<file path="config.mk">
export PLATFORM = sky130hd
export DESIGN_NAME = rgb_fade_ease_in_out
export DESIGN_NICKNAME = d
export VERILOG_FILES = /design/src/hw/rtl/rfe_pkg.sv /design/src/hw/rtl/rgb_fade_ease_in_out.sv /design/src/hw/rtl/rfe_div.sv /design/src/hw/rtl/rfe_ease.sv /design/src/hw/rtl/rfe_mix.sv
export SDC_FILE = /design/constraint.sdc
export NUM_CORES = 1
export LEC_CHECK = 0
export BUFFER_PORTS_ARGS = -buffer_cell sky130_fd_sc_hd__buf_2
export CAP_MARGIN = 0
export CORE_MARGIN = 4
export CORE_UTILIZATION = 63
export CTS_BUF_LIST = sky130_fd_sc_hd__clkbuf_4 sky130_fd_sc_hd__clkbuf_8 sky130_fd_sc_hd__clkbuf_16
export DETAILED_ROUTE_END_ITERATION = 7
export PLACE_DENSITY = 0.77
export SLEW_MARGIN = 20
export SYNTH_ARGS = -nofsm -noshare
export SYNTH_HDL_FRONTEND = slang
export SYNTH_SLANG_ARGS = --single-unit
</file>
<file path="constraint.sdc">
create_clock -name clk -period 5.1 [get_ports clk]
set_input_delay 0.255 -clock clk [delete_from_list [all_inputs] [get_ports clk]]
set_output_delay 0.255 -clock clk [all_outputs]
set_load 0.005 [all_outputs]
</file>
<file path="src/hw/rtl/rfe_pkg.sv">
// ----------------------------------------------------------------------------
// rfe_pkg: shared types and constants of the RGB fade engine
// Action codes, field widths and the beat structs of both channels.
// ----------------------------------------------------------------------------
package rfe_pkg;

    localparam int ACTION_W = 2;
    localparam int COLOR_W  = 24;
    localparam int FADE_W   = 24;
    localparam int CHAN_W   = 8;

    // Action codes of a command beat
    localparam logic [ACTION_W-1:0] ACT_TICK  = 2'd0;
    localparam logic [ACTION_W-1:0] ACT_START = 2'd1;
    localparam logic [ACTION_W-1:0] ACT_STOP  = 2'd2;
    localparam logic [ACTION_W-1:0] ACT_SET   = 2'd3;

    typedef struct packed {
        logic [ACTION_W-1:0] action;
        logic [COLOR_W-1:0]  new_color;
        logic [FADE_W-1:0]   fade_time;
    } cmd_t;

    typedef struct packed {
        logic [CHAN_W-1:0] red;
        logic [CHAN_W-1:0] green;
        logic [CHAN_W-1:0] blue;
        logic              still_fading;
    } res_t;

endpackage

</file>
<file path="src/hw/rtl/rgb_fade_ease_in_out.sv">
// ----------------------------------------------------------------------------
// rgb_fade_ease_in_out: timed RGB fade engine with quadratic ease-in-out
// Holds the shown color and blends it toward a target over a number of ticks.
// ----------------------------------------------------------------------------
// Each command beat carries an action: tick, start fade, stop fade or set
// color. Start, stop and a tick while idle leave the block idle and give no
// result. Set color, and a tick that ends the fade, pass through the send
// state and give one result beat. A tick inside a fade runs a bit-serial
// divider, a serial squarer and a serial three-lane blend back to back; the
// next beat is accepted only once those shift-and-add loops are through and
// the result is sent. Only one command is in flight at a time; a finished
// result waits in the output register while the next command is taken, and
// the block also stalls when a second result would have to overwrite one not
// yet taken.
module rgb_fade_ease_in_out #(
    parameter int TIME_BITS     = 24,
    parameter int FRACTION_BITS = 16
) (
    input  logic           clk,
    input  logic           rst_n,
    input  logic           cmd_valid,
    output logic           cmd_stall,
    input  rfe_pkg::cmd_t  cmd,
    output logic           res_valid,
    input  logic           res_stall,
    output rfe_pkg::res_t  res
);

    localparam int CW = rfe_pkg::CHAN_W;

    localparam logic [2:0] ST_IDLE = 3'd0;
    localparam logic [2:0] ST_DIV  = 3'd1;
    localparam logic [2:0] ST_EASE = 3'd2;
    localparam logic [2:0] ST_MIX  = 3'd3;
    localparam logic [2:0] ST_SEND = 3'd4;

    logic [2:0]                  state_reg, state_next;
    logic [rfe_pkg::COLOR_W-1:0] shown_reg, shown_next;
    logic [rfe_pkg::COLOR_W-1:0] start_reg, start_next;
    logic [rfe_pkg::COLOR_W-1:0] goal_reg, goal_next;
    logic [TIME_BITS-1:0]        elapsed_reg, elapsed_next;
    logic [TIME_BITS-1:0]        length_reg, length_next;
    logic                        fading_reg, fading_next;
    logic                        res_valid_reg, res_valid_next;
    rfe_pkg::res_t               res_reg;

    logic                        accept;
    logic                        res_load;
    logic [TIME_BITS-1:0]        elapsed_inc;
    logic                        finished;
    logic                        div_start, ease_start, mix_start;
    logic                        div_done, ease_done, mix_done;
    logic [FRACTION_BITS-1:0]    prog;
    logic [FRACTION_BITS:0]      ease;
    logic [rfe_pkg::COLOR_W-1:0] mix_color;

    assign cmd_stall = (state_reg != ST_IDLE);
    assign accept    = cmd_valid && !cmd_stall;

    // Saturating elapsed count and end-of-fade check
    assign elapsed_inc = (elapsed_reg == '1) ? elapsed_reg : elapsed_reg + TIME_BITS'(1);
    assign finished    = (elapsed_inc >= length_reg);

    rfe_div #(
        .TIME_BITS     (TIME_BITS),
        .FRACTION_BITS (FRACTION_BITS)
    ) u_div (
        .clk      (clk),
        .rst_n    (rst_n),
        .start    (div_start),
        .dividend (elapsed_inc),
        .divisor  (length_reg),
        .quotient (prog),
        .done     (div_done)
    );

    rfe_ease #(
        .FRACTION_BITS (FRACTION_BITS)
    ) u_ease (
        .clk   (clk),
        .rst_n (rst_n),
        .start (ease_start),
        .prog  (prog),
        .ease  (ease),
        .done  (ease_done)
    );

    rfe_mix #(
        .FRACTION_BITS (FRACTION_BITS)
    ) u_mix (
        .clk         (clk),
        .rst_n       (rst_n),
        .start       (mix_start),
        .start_color (start_reg),
        .goal_color  (goal_reg),
        .ease        (ease),
        .color       (mix_color),
        .done        (mix_done)
    );

    // Sequence commands and the serial units
    always_comb
    begin
        state_next     = state_reg;
        shown_next     = shown_reg;
        start_next     = start_reg;
        goal_next      = goal_reg;
        elapsed_next   = elapsed_reg;
        length_next    = length_reg;
        fading_next    = fading_reg;
        res_valid_next = res_valid_reg && res_stall;
        res_load       = 1'b0;
        div_start      = 1'b0;
        ease_start     = 1'b0;
        mix_start      = 1'b0;

        case (state_reg)
            ST_IDLE:
            begin
                if (accept)
                begin
                    case (cmd.action)
                        rfe_pkg::ACT_TICK:
                        begin
                            if (fading_reg)
                            begin
                                elapsed_next = elapsed_inc;
                                if (finished)
                                begin
                                    shown_next  = goal_reg;
                                    fading_next = 1'b0;
                                    state_next  = ST_SEND;
                                end
                                else
                                begin
                                    div_start  = 1'b1;
                                    state_next = ST_DIV;
                                end
                            end
                        end
                        rfe_pkg::ACT_START:
                        begin
                            start_next   = shown_reg;
                            goal_next    = cmd.new_color;
                            length_next  = TIME_BITS'(cmd.fade_time);
                            elapsed_next = '0;
                            fading_next  = 1'b1;
                        end
                        rfe_pkg::ACT_STOP:
                        begin
                            fading_next = 1'b0;
                        end
                        rfe_pkg::ACT_SET:
                        begin
                            shown_next = cmd.new_color;
                            state_next = ST_SEND;
                        end
                        default:
                        begin
                            state_next = ST_IDLE;
                        end
                    endcase
                end
            end
            ST_DIV:
            begin
                if (div_done)
                begin
                    ease_start = 1'b1;
                    state_next = ST_EASE;
                end
            end
            ST_EASE:
            begin
                if (ease_done)
                begin
                    mix_start  = 1'b1;
                    state_next = ST_MIX;
                end
            end
            ST_MIX:
            begin
                if (mix_done)
                begin
                    shown_next = mix_color;
                    state_next = ST_SEND;
                end
            end
            ST_SEND:
            begin
                // Load the result once the output register is free
                if (!res_valid_reg || !res_stall)
                begin
                    res_valid_next = 1'b1;
                    res_load       = 1'b1;
                    state_next     = ST_IDLE;
                end
            end
            default:
            begin
                state_next = ST_IDLE;
            end
        endcase
    end

    // Hold architectural state and control
    always_ff @(posedge clk or negedge rst_n)
    begin
        if (!rst_n)
        begin
            state_reg     <= ST_IDLE;
            shown_reg     <= '0;
            start_reg     <= '0;
            goal_reg      <= '0;
            elapsed_reg   <= '0;
            length_reg    <= '0;
            fading_reg    <= 1'b0;
            res_valid_reg <= 1'b0;
        end
        else
        begin
            state_reg     <= state_next;
            shown_reg     <= shown_next;
            start_reg     <= start_next;
            goal_reg      <= goal_next;
            elapsed_reg   <= elapsed_next;
            length_reg    <= length_next;
            fading_reg    <= fading_next;
            res_valid_reg <= res_valid_next;
        end
    end

    // Output register: shown color and fade flag of this beat
    always_ff @(posedge clk)
    begin
        if (res_load)
        begin
            res_reg.red          <= shown_reg[3*CW-1:2*CW];
            res_reg.green        <= shown_reg[2*CW-1:CW];
            res_reg.blue         <= shown_reg[CW-1:0];
            res_reg.still_fading <= fading_reg;
        end
    end

    assign res_valid = res_valid_reg;
    assign res       = res_reg;

`ifndef SYNTHESIS
    // A new result beat only comes out of the send state
    a_res_from_send: assert property (@(posedge clk) disable iff (!rst_n)
        $rose(res_valid) |-> $past(state_reg == ST_SEND))
        else $error("result raised outside send state");

    // The fade stays active while the serial units work on a tick
    a_fading_in_calc: assert property (@(posedge clk) disable iff (!rst_n)
        (state_reg == ST_DIV || state_reg == ST_EASE || state_reg == ST_MIX) |-> fading_reg)
        else $error("fade inactive during blend computation");

    // The divider finishes only while the sequencer waits for it
    a_div_done_state: assert property (@(posedge clk) disable iff (!rst_n)
        div_done |-> (state_reg == ST_DIV))
        else $error("divider done outside divide state");

    // A waiting result is never overwritten
    a_no_overwrite: assert property (@(posedge clk) disable iff (!rst_n)
        (res_valid && res_stall) |=> (res_valid && $stable(res)))
        else $error("stalled result beat lost or changed");
`endif

endmodule

</file>
<file path="src/hw/rtl/rfe_div.sv">
// ----------------------------------------------------------------------------
// rfe_div: bit-serial restoring divider
// Computes floor(dividend * 2^FRACTION_BITS / divisor), one quotient bit per
// cycle, for dividend < divisor.
// ----------------------------------------------------------------------------
module rfe_div #(
    parameter int TIME_BITS     = 24,
    parameter int FRACTION_BITS = 16
) (
    input  logic                     clk,
    input  logic                     rst_n,
    input  logic                     start,
    input  logic [TIME_BITS-1:0]     dividend,
    input  logic [TIME_BITS-1:0]     divisor,
    output logic [FRACTION_BITS-1:0] quotient,
    output logic                     done
);

    localparam int CNT_W = $clog2(FRACTION_BITS);

    logic                     busy_reg;
    logic                     done_reg;
    logic [CNT_W-1:0]         cnt_reg;
    logic [TIME_BITS-1:0]     rem_reg;
    logic [FRACTION_BITS-1:0] quot_reg;

    logic [TIME_BITS:0]       shifted;
    logic [TIME_BITS:0]       trial;
    logic                     fits;

    // Shift remainder left and try to subtract the divisor
    assign shifted = {rem_reg, 1'b0};
    assign trial   = shifted - {1'b0, divisor};
    assign fits    = ~trial[TIME_BITS];

    // Control: step counter and done pulse
    always_ff @(posedge clk or negedge rst_n)
    begin
        if (!rst_n)
        begin
            busy_reg <= 1'b0;
            done_reg <= 1'b0;
            cnt_reg  <= '0;
        end
        else
        begin
            done_reg <= 1'b0;
            if (start)
            begin
                busy_reg <= 1'b1;
                cnt_reg  <= CNT_W'(FRACTION_BITS - 1);
            end
            else if (busy_reg)
            begin
                cnt_reg <= cnt_reg - CNT_W'(1);
                if (cnt_reg == '0)
                begin
                    busy_reg <= 1'b0;
                    done_reg <= 1'b1;
                end
            end
        end
    end

    // Datapath: remainder and quotient shift register
    always_ff @(posedge clk)
    begin
        if (start)
        begin
            rem_reg  <= dividend;
            quot_reg <= '0;
        end
        else if (busy_reg)
        begin
            rem_reg  <= fits ? trial[TIME_BITS-1:0] : shifted[TIME_BITS-1:0];
            quot_reg <= {quot_reg[FRACTION_BITS-2:0], fits};
        end
    end

    assign quotient = quot_reg;
    assign done     = done_reg;

endmodule

</file>
<file path="src/hw/rtl/rfe_ease.sv">
// ----------------------------------------------------------------------------
// rfe_ease: serial quadratic ease-in-out
// Squares the folded progress with a shift-and-add multiplier, one bit per
// cycle, then maps it onto the ease curve.
// ----------------------------------------------------------------------------
module rfe_ease #(
    parameter int FRACTION_BITS = 16
) (
    input  logic                     clk,
    input  logic                     rst_n,
    input  logic                     start,
    input  logic [FRACTION_BITS-1:0] prog,
    output logic [FRACTION_BITS:0]   ease,
    output logic                     done
);

    localparam int F     = FRACTION_BITS;
    localparam int CNT_W = $clog2(F);

    logic           busy_reg;
    logic           done_reg;
    logic [CNT_W-1:0] cnt_reg;
    logic           hi_reg;
    logic [F-1:0]   x_reg;
    logic [F-1:0]   bits_reg;
    logic [2*F-1:0] acc_reg;
    logic [F:0]     ease_reg;

    logic [F:0]     one_q;
    logic [F:0]     u_full;
    logic [F-1:0]   x_in;
    logic [2*F-1:0] acc_nx;
    logic [F:0]     sq;

    // Fold the upper half: u = 1 - p
    assign one_q  = {1'b1, {F{1'b0}}};
    assign u_full = one_q - {1'b0, prog};
    assign x_in   = prog[F-1] ? u_full[F-1:0] : prog;

    // Shift-and-add step, multiplier bits MSB first
    assign acc_nx = {acc_reg[2*F-2:0], 1'b0} + (bits_reg[F-1] ? {{F{1'b0}}, x_reg} : '0);
    assign sq     = acc_nx[2*F-1:F-1];

    // Control: step counter and done pulse
    always_ff @(posedge clk or negedge rst_n)
    begin
        if (!rst_n)
        begin
            busy_reg <= 1'b0;
            done_reg <= 1'b0;
            cnt_reg  <= '0;
        end
        else
        begin
            done_reg <= 1'b0;
            if (start)
            begin
                busy_reg <= 1'b1;
                cnt_reg  <= CNT_W'(F - 1);
            end
            else if (busy_reg)
            begin
                cnt_reg <= cnt_reg - CNT_W'(1);
                if (cnt_reg == '0)
                begin
                    busy_reg <= 1'b0;
                    done_reg <= 1'b1;
                end
            end
        end
    end

    // Datapath: multiplier shift register, accumulator, ease result
    always_ff @(posedge clk)
    begin
        if (start)
        begin
            hi_reg   <= prog[F-1];
            x_reg    <= x_in;
            bits_reg <= x_in;
            acc_reg  <= '0;
        end
        else if (busy_reg)
        begin
            acc_reg  <= acc_nx;
            bits_reg <= {bits_reg[F-2:0], 1'b0};
            if (cnt_reg == '0)
            begin
                ease_reg <= hi_reg ? (one_q - sq) : sq;
            end
        end
    end

    assign ease = ease_reg;
    assign done = done_reg;

endmodule

</file>
<file path="src/hw/rtl/rfe_mix.sv">
// ----------------------------------------------------------------------------
// rfe_mix: serial three-channel blend
// Each lane forms start + floor((goal - start) * ease / 2^FRACTION_BITS),
// walking the ease bits MSB first, one bit per cycle.
// ----------------------------------------------------------------------------
module rfe_mix #(
    parameter int FRACTION_BITS = 16
) (
    input  logic                       clk,
    input  logic                       rst_n,
    input  logic                       start,
    input  logic [rfe_pkg::COLOR_W-1:0] start_color,
    input  logic [rfe_pkg::COLOR_W-1:0] goal_color,
    input  logic [FRACTION_BITS:0]     ease,
    output logic [rfe_pkg::COLOR_W-1:0] color,
    output logic                       done
);

    localparam int F     = FRACTION_BITS;
    localparam int CW    = rfe_pkg::CHAN_W;
    localparam int ACC_W = F + CW + 2;
    localparam int CNT_W = $clog2(F + 1);

    logic                    busy_reg;
    logic                    done_reg;
    logic [CNT_W-1:0]        cnt_reg;
    logic [F:0]              bits_reg;
    logic signed [CW:0]      diff_reg [3];
    logic signed [ACC_W-1:0] acc_reg  [3];
    logic [rfe_pkg::COLOR_W-1:0] color_reg;

    logic signed [CW:0]      diff_in [3];
    logic signed [ACC_W-1:0] acc_nx  [3];
    logic [CW-1:0]           chan_nx [3];

    // Per-lane difference, accumulate step and final offset by start channel
    always_comb
    begin
        for (int i = 0; i < 3; i++)
        begin
            diff_in[i] = $signed({1'b0, goal_color[CW*i +: CW]})
                       - $signed({1'b0, start_color[CW*i +: CW]});
            acc_nx[i]  = (acc_reg[i] <<< 1)
                       + (bits_reg[F] ? {{(ACC_W-CW-1){diff_reg[i][CW]}}, diff_reg[i]}
                                      : '0);
            chan_nx[i] = start_color[CW*i +: CW] + acc_nx[i][F+CW-1:F];
        end
    end

    // Control: step counter and done pulse
    always_ff @(posedge clk or negedge rst_n)
    begin
        if (!rst_n)
        begin
            busy_reg <= 1'b0;
            done_reg <= 1'b0;
            cnt_reg  <= '0;
        end
        else
        begin
            done_reg <= 1'b0;
            if (start)
            begin
                busy_reg <= 1'b1;
                cnt_reg  <= CNT_W'(F);
            end
            else if (busy_reg)
            begin
                cnt_reg <= cnt_reg - CNT_W'(1);
                if (cnt_reg == '0)
                begin
                    busy_reg <= 1'b0;
                    done_reg <= 1'b1;
                end
            end
        end
    end

    // Datapath: ease bit shift register and lane accumulators
    always_ff @(posedge clk)
    begin
        if (start)
        begin
            bits_reg <= ease;
            for (int i = 0; i < 3; i++)
            begin
                diff_reg[i] <= diff_in[i];
                acc_reg[i]  <= '0;
            end
        end
        else if (busy_reg)
        begin
            bits_reg <= {bits_reg[F-1:0], 1'b0};
            for (int i = 0; i < 3; i++)
            begin
                acc_reg[i] <= acc_nx[i];
            end
            if (cnt_reg == '0)
            begin
                color_reg <= {chan_nx[2], chan_nx[1], chan_nx[0]};
            end
        end
    end

    assign color = color_reg;
    assign done  = done_reg;

endmodule
</file>
# Word-level counts from Yosys, hierarchy flattened
# Memory sizes are Yosys's and may differ from the RTL's.
# Index checks and enable logic that the tools add are counted.
# word_totals
reg_bits,331
latchBits,0
ram_bits,105
mem_bits_ro,0
in_bits,54
elab_cells,175
n_memories,2
# memory_table
memory,depth,word_bits,rd,rd_clocked_by_memory_dff,wr,line_no,text
u_mix.acc_reg,3,26,3,0,3,rfe_mix.sv:29,logic signed [ACC_W-1:0] acc_reg [3];
u_mix.diff_reg,3,9,3,0,3,rfe_mix.sv:28,logic signed [CW:0] diff_reg [3];
# classes
addsub,17
mul,0
div,0
magnitude_cmp,1
eq_ne,17
shifts,0
mux,77
n_bitwise,6
reduce_logical,25
# ops
op,n
24-bit 2-to-1 mux,9
26-bit 2-to-1 mux,6
24-bit case mux with 2 select lines,3
26-bit adder,3
16-bit 2-to-1 mux,4
17-bit 2-to-1 mux,3
1-bit 2-to-1 mux,36
32-bit by 16-bit adder with 32-bit output,1
8-bit by 8-bit subtractor with 9-bit output,3
25-bit by 24-bit subtractor with 25-bit output,1
24-bit by 1-bit adder with 24-bit output (second input constant),1
8-bit adder,3
24-bit equality test (second input constant),1
24-bit greater-or-equal comparator,1
3-bit 2-to-1 mux,7
17-bit subtractor (first input constant),1
4-bit 2-to-1 mux,4
1-bit by 16-bit subtractor with 16-bit output (first input constant),1
3-bit case mux with 5 select lines,1
3-bit AND reduction,4
5-bit 2-to-1 mux,2
2-bit nonzero test,5
4-bit logical NOT,2
4-bit by 1-bit subtractor with 4-bit output (second input constant),2
other kinds (24),39

# Logic depth before layout (Yosys ltp)
# depth
ltp_word,9
mapped_depth,22

# By module
# Synthesis repeated with hierarchy kept, for this count alone.
# unflattened
cells_unflattened,2568
area_unflattened_um2,26623.0
# by_module_without_submodules
module,n_inst,cells_each,area_per_inst_um2,seq_area_each_um2
rfe_mix,1,1075,10547.6,4289.1
rgb_fade_ease_in_out,1,638,7581.0,3878.7
rfe_ease,1,491,5093.6,2272.2
rfe_div,1,364,3400.8,1191.1

# Worst setup path after synthesis
# OpenSTA, ideal clock, no wires.
# synth_path
kind,flip-flop to flip-flop
start,reg elapsed_reg[10]
end,reg u_div.rem_reg[0] (enable)
t_arrival_ps,4237
path_slack_ps,505
stages_incl_launch_ff,20
n_path_buf,2
cell_sequence,dfrtp_1 > clkbuf_1 > and4_1 > nand4_1 > nor3_1 > nand2_1 > nand3_1 > nor2_1 > xnor2_1 > inv_1 > ha_1 > a2111oi_0 > o21ai_0 > a221o_1 > a41o_1 > a21oi_1 > o21ai_1 > nor3_1 > buf_2 > or2_2
# synth_between
elab_chain_cells,9
word_cells_on_any_way,10
cone_classes,add/sub: 1; order compare: 1; eq/ne: 1; mux: 6; reduce/logical: 1
# synth_rtl
item,line_no,text
"start, declared",rgb_fade_ease_in_out.sv:41,"logic [TIME_BITS-1:0] elapsed_reg, elapsed_next;"
"start signal, assigned",rgb_fade_ease_in_out.sv:226,elapsed_reg <= elapsed_next;
24-bit by 1-bit adder with 24-bit output or 24-bit equality test (tied branches),rgb_fade_ease_in_out.sv:61,assign elapsed_inc = (elapsed_reg == '1) ? elapsed_reg : elapsed_reg + TIME_BITS'(1);
24-bit 2-to-1 mux *,rgb_fade_ease_in_out.sv:61,
24-bit greater-or-equal comparator *,rgb_fade_ease_in_out.sv:62,assign finished = (elapsed_inc >= length_reg);
1-bit 2-to-1 mux *,rgb_fade_ease_in_out.sv:128,if (finished)
1-bit 2-to-1 mux *,rgb_fade_ease_in_out.sv:125,if (fading_reg)
1-bit 2-to-1 mux *,rgb_fade_ease_in_out.sv:122,case (cmd.action)
1-bit 2-to-1 mux *,rgb_fade_ease_in_out.sv:120,if (accept)
1-bit 2-to-1 mux *,rgb_fade_ease_in_out.sv:117,case (state_reg)
2-bit nonzero test (no line) *,-,
"end signal, assigned",rfe_div.sv:70,rem_reg <= dividend;
"end signal, assigned",rfe_div.sv:75,rem_reg <= fits ? trial[TIME_BITS-1:0] : shifted[TIME_BITS-1:0];
"end, declared",rfe_div.sv:24,logic [TIME_BITS-1:0] rem_reg;
# Every way passes the cells marked *; elsewhere a longest branch is shown, timed or not.
# A chain may end at the register's enable or synchronous reset.

==> results_dict.tcl <==
set metrics [dict create \
    layout-area-overhead-vs-synth_pct 13.1 \
    routabilityCongestion 0.893 \
    place_inst 2960 \
    post-route-min-period_ns 4.88 \
    finalHoldViolCount 0 \
    p_sw_w 0.00146 \
    p_total_w 0.00724 \
    vias_per_cell 5.96 \
    placed_area_sq_um 26400 \
    die_y_um 209 \
    cts_buffer_depth 3 \
    peakVddDrop_mv 0.272 \
    post-route-period-util 0.957 \
    wl_per_cell_um 18.2 \
    clock-root-buffer "clkbuf_16" \
    cts.htree.levels 2 \
    synthTopCellsByArea "edfxtp_1 28%, dfrtp_1 14%, ha_1 9.0%" \
    finalNonFillerCells 3100 \
    max_stage_delay_ns 0.48 \
    core_sq_um 39700 \
    wl_mm 56.5 \
    finClkSkew_ns 0.0134 \
    ys_ff_latch 427 \
    status "finished, final reports clean" \
    antennaDiodeCount 0 \
    hpwlAfterDp_mm 38.3 \
    port_buffers 80 \
    grt_max_degree 96 \
    cts_buffers 46 \
    p_sw_frac 0.202 \
    leakagePower_nw 11.4 \
    clk_pin_slew_worst_paths_ns 0.06 \
    critPathLaunchType "flop" \
    drive_gt1_frac 0.148 \
    p_int_w 0.00578 \
    slowest_stage "edfxtp_1" \
    post_synth.cell_area_avg_sq_um 10.6 \
    powerDensity_nw_per_um2 252 \
    grt_antenna_before_repair 1 \
    slew-limit-headroom 0.251 \
    tns_ns 0 \
    crit_chain "and2_1 > ha_1 > a2111oi_2 > o21ai_0 > a41oi_1 > o21ai_0 > a2111oi_2 > nor3_1 > xor2_1 > ha_1 > a21o_1 > a21oi_1 > o21bai_1 > a21oi_2 > o21ai_0 > xnor2_1 > buf_4 > nor3_1 > a21oi_1 > o211ai_1" \
    yosysUniqueCellTypes 89 \
    worstPathMaxFanout 7 \
    insertion_delay_ns 0.59 \
    crit_buf_inv 1 \
    fmax_mhz 205 \
    crit_type "reg -> reg" \
    ant_nets 0 \
    grt_pass1_wl_mm 92.1 \
    clock_power_share 0.486 \
    setup_viol 0 \
    drtPass1Iterations 7 \
    max_cap_viol_count 0 \
    drc 0 \
    ys_async_sr_fraction 0.337 \
    cts_tree "yes" \
    hold_path_class "in -> reg" \
    clock-sinks 427 \
    num_rows 73 \
    synth.largest_area_cell "edfxtp_1" \
    yosys_warnings 0 \
    path_common_cell "o21ai_0" \
    design_area_sq_um 28700 \
    overflow 0 \
    grt_pass1_vias 18600 \
    start_util 0.638 \
    synth_flop_cell "edfxtp_1" \
    cp_top_family "compound AO/OA/AOI/OAI gates" \
    drt_iter0_markers 1277 \
    syn_nets 2638 \
    final_cell_mix "236 x edfxtp_1, 212 x nand2_1, 180 x ha_1" \
    cp.arrival_ns 5.19 \
    synth_edf_count 236 \
    netlist_area_sq_um 25300 \
    final_common_cell "edfxtp_1" \
    yosysTopAreaCellShare 0.280 \
    die_w_um 209 \
    pwr-share-seq 0.499 \
    largest_reg_flops 69 \
    seq_area_frac_synth 0.459 \
    slew_violations 0 \
    nets 2785 \
    top_level_ports 81 \
    critPathRequiredTime_ns 5.41 \
    tightest_slew_ns 1.12 \
    power_frac_comb 0.015 \
    syn_inst 2390 \
    endpoint_kind "flop" \
    via_count 18500 \
    dieArea_sq_um 43500 \
    grt_use_total 0.254 \
]
[synthesized netlist by cell type (5+ instances only)]
cell type	count
a2111oi_0	10
a211oi_1	25
a21boi_0	6
a21o_1	80
a21oi_1	133
a31oi_1	12
and2_1	70
and3_1	33
buf_2	9
clkbuf_1	54
dfrtp_1	144
dfxtp_1	47
edfxtp_1	236
fa_1	11
ha_1	183
inv_1	122
mux2_2	115
mux2i_1	88
nand2_1	212
nand2b_1	30
nand3_1	40
nand3b_1	5
nand4_1	14
nor2_1	180
nor2b_1	21
nor3_1	34
nor3b_1	10
nor4_1	5
o21a_1	17
o21ai_0	110
o21ai_1	6
o21bai_1	15
o31ai_1	11
or2_2	7
or3_1	13
xnor2_1	110
xor2_1	77
[routing by layer]
metal  routed length [um]  vias up  track usage  share of wire
met5                   13        -            0        0.00023
met4                 1430        2       0.0693          0.025
met3                 2500      113       0.0399          0.044
met2                27900      463        0.440           0.49
met1                24700     8985        0.335           0.44
li1                     -     8900            -              -
[cell type report]
type,count,area (sq um)
Fill cell,2766,11100
Sequential cell,427,11600
Inverter,122,458
Clock inverter,19,190
Timing Repair Buffer,170,1240
Clock buffer,67,1440
Multi-Input combinational cell,1770,13100
Tap cell,525,657
[cell families (layout without fill, tap and decap cells)]
group                    Yosys count  after routing  synth area share
AND/OR/NAND/NOR                  697            697             0.133
AO/OA/AOI/OAI                    488            488             0.128
flip-flops                       427            427             0.459
multiplexers                     203            203            0.0858
adder cells (fa/ha/maj)          194            194            0.0990
buffers and inverters            193            378            0.0304
XOR/XNOR                         188            188            0.0653
[power groups by stage]
stage | combinational, W | sequential (W) | clock, W
after floorplan | 0.0000214 | 0.00368 | 0
after global placement | 0.0000771 | 0.00368 | 0
after detailed placement | 0.0000794 | 0.00368 | 0
after CTS | 0.000109 | 0.00361 | 0.00358
after global routing | 0.000121 | 0.00361 | 0.00373
final | 0.000110 | 0.00361 | 0.00352
[final timing paths]
| check | cells past startpoint | to | startpoint | slack, ns |
|---|---|---|---|---|
| setup / recovery | 20 | u_mix.color[23]$_DFFE_PP_ | u_mix.bits_reg[16]$_DFFE_PP_ | 0.22 |
| hold / removal | 3 | res_valid$_DFF_PN0_ | res_stall | 0.04 |
| setup reg to reg | 20 | u_mix.color[23]$_DFFE_PP_ | u_mix.bits_reg[16]$_DFFE_PP_ | 0.22 |
| hold reg to reg | 0 | res[14]$_DFFE_PP_ | shown_reg[13]$_DFFE_PN0P_ | 0.47 |
| max in group asynchronous | 3 | start_reg[6]$_DFFE_PN0P_ | rst_n | 3.55 |
| min in group asynchronous | 2 | goal_reg[15]$_DFFE_PN0P_ | rst_n | 0.31 |
[per-stage QoR]
stage / utilization / setup slack (ns) / hold WS (ns)
after floorplan: - / 0.505 / -0.0406
after global placement: 0.665 / 0.251 / 0.388
after detailed placement: 0.665 / -0.0295 / 0.409
after CTS: 0.718 / 0.0554 / 0.0113
after global routing: 0.722 / -0.0899 / 0.0397
final: 0.722 / 0.218 / 0.0400
[worst register-to-register path: stages, from the launching register on]
cell and delay, ns:
edfxtp_1 0.48, and2_1 0.19, ha_1 0.35, a2111oi_2 0.41
o21ai_0 0.19, a41oi_1 0.29, o21ai_0 0.20, a2111oi_2 0.42
nor3_1 0.14, xor2_1 0.19, ha_1 0.25, a21o_1 0.20
a21oi_1 0.21, o21bai_1 0.11, a21oi_2 0.17, o21ai_0 0.14
xnor2_1 0.24, buf_4 0.16, nor3_1 0.04, a21oi_1 0.14
o211ai_1 0.12
[timing repair]
item	in CTS	in global routing
gates resized for setup	1	28
gates cloned	0	1
endpoints found under the setup margin	9	99
setup buffers	1	3
hold buffers	49	0
pin swaps	0	3
hold endpoints to repair	142	0
(Power assumes the default switching activity.)
